==> config.mk <==
export PLATFORM = sky130hd
export DESIGN_NAME = chm_ctrl
export DESIGN_NICKNAME = d
export VERILOG_FILES = /design/src/design/chm_pkg.sv /design/src/design/chm_ctrl.sv
export SDC_FILE = /design/constraint.sdc
export NUM_CORES = 1
export LEC_CHECK = 0
export BUFFER_PORTS_ARGS = -buffer_cell sky130_fd_sc_hd__buf_2
export CORE_AREA = 5 5 42 44
export CTS_BUF_LIST = sky130_fd_sc_hd__clkbuf_16
export DETAILED_ROUTE_END_ITERATION = 8
export DIE_AREA = 0 0 47 49
export GPL_TIMING_DRIVEN = 0
export PLACE_DENSITY = 0.5
export SYNTH_ARGS = -nofsm -noshare
export SYNTH_HDL_FRONTEND = slang
export SYNTH_SLANG_ARGS = --single-unit
export TNS_END_PERCENT = 100
==> constraint.sdc <==
create_clock -name clk -period 1.5 [get_ports clk]
set_input_delay 0.15 -clock clk [delete_from_list [all_inputs] [get_ports clk]]
set_output_delay 0.15 -clock clk [all_outputs]
set_load 0.03 [all_outputs]
==> src/design/chm_pkg.sv <==
// chm_pkg: shared types and constants for the chained hash map
// controller state encoding, command and status bundles
// no dependencies
`timescale 1ns / 1ps

package chm_pkg;

	localparam int KEY_W      = 32;
	localparam int VAL_W      = 32;
	localparam int CFG_W      = 7;
	localparam int DIV_BITS   = 4;
	localparam int DIV_STEPS  = KEY_W / DIV_BITS;
	localparam int DIV_CNT_W  = $clog2(DIV_STEPS);

	typedef enum logic [2:0] {
		ST_IDLE,
		ST_DIV,
		ST_FIX,
		ST_HEAD,
		ST_LINK,
		ST_WALK,
		ST_CMP,
		ST_DONE
	} state_t;

	typedef struct packed {
		logic load;
		logic div_step;
		logic fix;
		logic head_rd;
		logic link;
		logic node_rd;
		logic advance;
		logic set_hit;
		logic set_miss;
		logic set_full;
		logic insert;
		logic out_load;
	} cmd_t;

	typedef struct packed {
		logic div_last;
		logic ptr_ok;
		logic key_match;
		logic pool_full;
		logic op_look;
		logic out_free;
	} sts_t;

endpackage

==> src/design/chm_ctrl.sv <==
// chm_ctrl: request sequencer for the chained hash map
// drives datapath commands from its status; uses chm_pkg
`timescale 1ns / 1ps

module chm_ctrl import chm_pkg::*; (
	input  logic clk,
	input  logic arst_n,
	input  logic s_tvalid,
	output logic s_tready,
	input  sts_t sts,
	output cmd_t cmd
);

	state_t state_q, state_nx;

	always_ff @(posedge clk or negedge arst_n) begin
		if (!arst_n) begin
			state_q <= ST_IDLE;
		end else begin
			state_q <= state_nx;
		end
	end

	always_comb begin
		state_nx = state_q;
		unique case (state_q)
			ST_IDLE: if (s_tvalid) state_nx = ST_DIV;
			ST_DIV:  if (sts.div_last) state_nx = ST_FIX;
			ST_FIX:  state_nx = ST_HEAD;
			ST_HEAD: state_nx = ST_LINK;
			ST_LINK: state_nx = ST_WALK;
			ST_WALK: state_nx = sts.ptr_ok ? ST_CMP : ST_DONE;
			ST_CMP:  state_nx = sts.key_match ? ST_DONE : ST_WALK;
			ST_DONE: if (sts.out_free) state_nx = ST_IDLE;
			default: state_nx = ST_IDLE;
		endcase
	end

	always_comb begin
		cmd = '0;
		s_tready = 1'b0;
		unique case (state_q)
			ST_IDLE: begin
				s_tready = 1'b1;
				cmd.load = s_tvalid;
			end
			ST_DIV:  cmd.div_step = 1'b1;
			ST_FIX:  cmd.fix = 1'b1;
			ST_HEAD: cmd.head_rd = 1'b1;
			ST_LINK: cmd.link = 1'b1;
			ST_WALK: begin
				priority if (sts.ptr_ok) cmd.node_rd = 1'b1;
				else if (sts.op_look) cmd.set_miss = 1'b1;
				else if (sts.pool_full) cmd.set_full = 1'b1;
				else cmd.insert = 1'b1;
			end
			ST_CMP: begin
				if (sts.key_match) cmd.set_hit = 1'b1;
				else cmd.advance = 1'b1;
			end
			ST_DONE: cmd.out_load = sts.out_free;
			default: cmd = '0;
		endcase
	end

endmodule

* After elaboration in Yosys (flattened, before gate mapping) *
Index checks and enable logic that the tools add are counted.

storage, ports and cells
  output and inout port bits = 13
  bits of input ports = 9
  flip-flop bits (word level) = 3

operators by class
  equality and inequality tests = 10
  reduce and logical (&&, ||, !) cells = 2
  muxes and demuxes = 24

operator list
  cell                                            number
  one-hot mux 3 bit (8 select lines)              1
  two-way mux 1 bit                               15
  two-way mux 3 bit                               5
  == test 3 bit (second input constant)           4
  == test 3 x 2 -> 1 bit (second input constant)  2
  two-way mux 2 bit                               3
  != test 2 bit (second input constant)           3
  == test 3 x 1 -> 1 bit (second input constant)  1
  logical NOT 3 bit                               1
  AND reduction 3 bit                             1

* Depth between registers and ports, before layout *
  word-level depth = 4
  depth in mapped cells = 4
  depth with buffers taken out = 3

* Worst setup path after synthesis *
No wires, ideal clock.

  path kind = register to output
  start point = reg state_q[2]
  end point = out cmd[11] (netlist name)
  path slack = -0.197 ns
  arrival = 1.547 ns
  stages on the path, launching flop included = 3
  required time = 1.350 ns
  path through = dfrtp_1 nor3_1 and2_1

RTL lines
  element                 line            RTL
  from (decl)             chm_ctrl.sv:14  state_t state_q, state_nx;
  from (signal assigned)  chm_ctrl.sv:20  state_q <= state_nx;
  to (decl)               chm_ctrl.sv:11  output cmd_t cmd

==> results.toml <==
[yosys]
syn_inst = 36
ys_ff_latch = 3
syn_area_sq_um = 295.3
async_flop_share = 1.000
syn-num-nets = 45
synth_edf_count = 0
synthFlopType = "dfrtp_1"
synth.avg_cell_area_sq_um = 8.202
ys_seq_area_frac = 0.2542
yosys_warnings = 0
synth_cell_type_count = 23

[setup_path]
crit_arrival_ns = 1.30
setup.worst_path.end_class = "output pin"
r2r-start = "state_q[0]"
crit_required_ns = 1.35
crit_type = "flop to output pin"
cp_max_fo = 10
cp-start-kind = "flop"
startpoint = "state_q[2]"
rr_worst_depth = 3

[die]
dieArea_sq_um = 2303
rows = 14
die_width_microns = 47
core_area_sq_um = 1401
die_h_microns = 49
initial_core_util = 0.2107
ios = 22

[sta]
setup_violations = 0
period_share = 0.9692
max_freq_ghz = 0.6879
setup_slack_ns = 0.04625
rsz0062_at_grt = "yes"
fin_worst_skew_ns = 0.003665
tightest_slew_ns = 0.2022
relSlewSlack = 0.8652
period_minus_slack_ns = 1.454
drv_slew = 0
hold_viol = 0

[global_routing]
grt_busiest_layer = "met2"
met3_usage = 0.03690
grt_max_degree = 11
antenna_found_initial = 0
grt.met1_usage = 0.1099
gr-usage-met2 = 0.1176
grt_pass1_wl_mm = 1.435
grt_use_total = 0.08732
grt_pass1_vias = 334
gr-total-overflow = 0

[placed_design]
gp_congestion = 0.7019
port_buffers = 21
preCtsSetupSlack_ns = 0.2106
dp_hpwl_microns = 645.7

[clock_tree]
clockBufferDepth = 2
clkTransAtPathRegs_ns = 0.03
cts_setup_buffers = 0
cts_tree = "built"
cts-root-buf = "clkbuf_16"
htree_levels = 1
cts_sinks = 3
cts_buffers = 3
clkLatencyLatePin_ns = 0.23

[detailed_routing]
vias = 343
firstDrtPassIters = 4
routed_wl_microns = 898
ant_nets = 0
drc_errors = 0
wl_per_cell_microns = 11.51
vias_per_cell = 4.397
drtIter0Drc = 2

[power]
p_int_uw = 723.6
p_comb_frac = 0.498
pwr-share-clk = 0.338
irDropWorstVdd_mv = 1.215
pwr_density_cell_nw_per_um2 = 2332
swShare = 0.4299
p_seq_frac = 0.164
leakagePower_uw = 0.0002597
netSwitchingPower_uw = 545.6

[worst_hold_path]
hp-start = "sts[0]"
hold_depth = 2
hp-class = "primary input to flop"

[final_layout]
largest_register_ffs = 3
num_antenna_cells = 0
drive_gt1_frac = 0.6290
utilization = 0.3884
syn_to_final_growth_pct = 84.32
nNetsFinal = 72
regMostFlops = "state_q"
fill_cells = 159
layout_commonest_cell = "buf_2"
top_regs = "state_q (3)"

[status]
status = "completed"

[flow_run]
cap_violations = 0
==> synthesized netlist by cell type (2+ instances only) <==
library cell	count	share of area
a21oi_1	3	0.051
buf_4	2	0.051
dfrtp_1	3	0.25
nand2_1	2	0.025
nor2_1	3	0.038
nor3_1	3	0.051
nor3b_1	4	0.10
==> cell families after synthesis <==
family,synth area share
compound gates,0.1695
flops,0.2542
simple gates,0.4577
buf+inv,0.08047
mux,0.03813
==> path summary, 6_finish.rpt <==
path	slack [ns]	endpoint
setup / recovery	0.05	cmd[4]
hold / removal	0.18	state_q[1]
setup reg to reg	0.36	state_q[0]
hold reg to reg	0.68	state_q[0]
max in group asynchronous	1.12	state_q[1]
min in group asynchronous	0.25	state_q[2]
==> per-stage QoR <==
| stage | cells | hold slack, ns | instance area, sq um | power [uW] | TNS [ns] |
|---|---|---|---|---|---|
| finish | 78 | 0.1758 | 544.3 | 1269 | 0 |
| global route | 78 | 0.1885 | 544.3 | 1349 | -0.01489 |
| CTS | 78 | 0.1783 | 521.8 | 1246 | 0 |
| detailed placement | 73 | -0.05176 | 430.4 | 798.2 | 0 |
| global placement | 73 | -0.05369 | 430.4 | 796.0 | 0 |
| floorplan | 36 | -0.1456 | 305.3 | 648.4 | 0 |
==> timing repair <==
item	CTS	global route
resized for setup	1	5
endpoints found under the setup margin	2	5
hold buffers	1	0
pin swaps	0	0
hold endpoints to repair	3	0
==> routing by layer <==
layer | routed length, microns | vias to the layer above
li1 | - | 180
met1 | 430 | 143
met2 | 361 | 18
met3 | 82 | 2
met4 | 23 | 0
met5 | 0 | -
==> power groups by stage <==
stage / logic, uW / clock network, uW / registers, uW
CTS: 621 / 439 / 186
global placement: 611 / 0 / 185
floorplan: 480 / 0 / 169
finish: 633 / 429 / 208
detailed placement: 612 / 0 / 186
global route: 688 / 445 / 216
==> worst max-delay path, stage by stage, from the launching register on <==
cell and delay [ns]:
dfrtp_2 0.43, buf_4 0.19, nand2_1 0.08, nor3b_2 0.16, buf_2 0.21
==> area by class of cell <==
| cell class | instances | area [sq um] | share of cell area |
|---|---|---|---|
| Inverter | 1 | 3.754 | 0.006897 |
| Timing Repair Buffer | 22 | 117.6 | 0.2161 |
| Buffer | 3 | 22.52 | 0.04138 |
| Clock inverter | 1 | 3.754 | 0.006897 |
| Multi-Input combinational cell | 29 | 222.7 | 0.4092 |
| Clock buffer | 3 | 75.07 | 0.1379 |
| Tap cell | 16 | 20.02 | 0.03678 |
| Sequential cell | 3 | 78.83 | 0.1448 |
No activity file was read; power rests on OpenSTA's default activity.
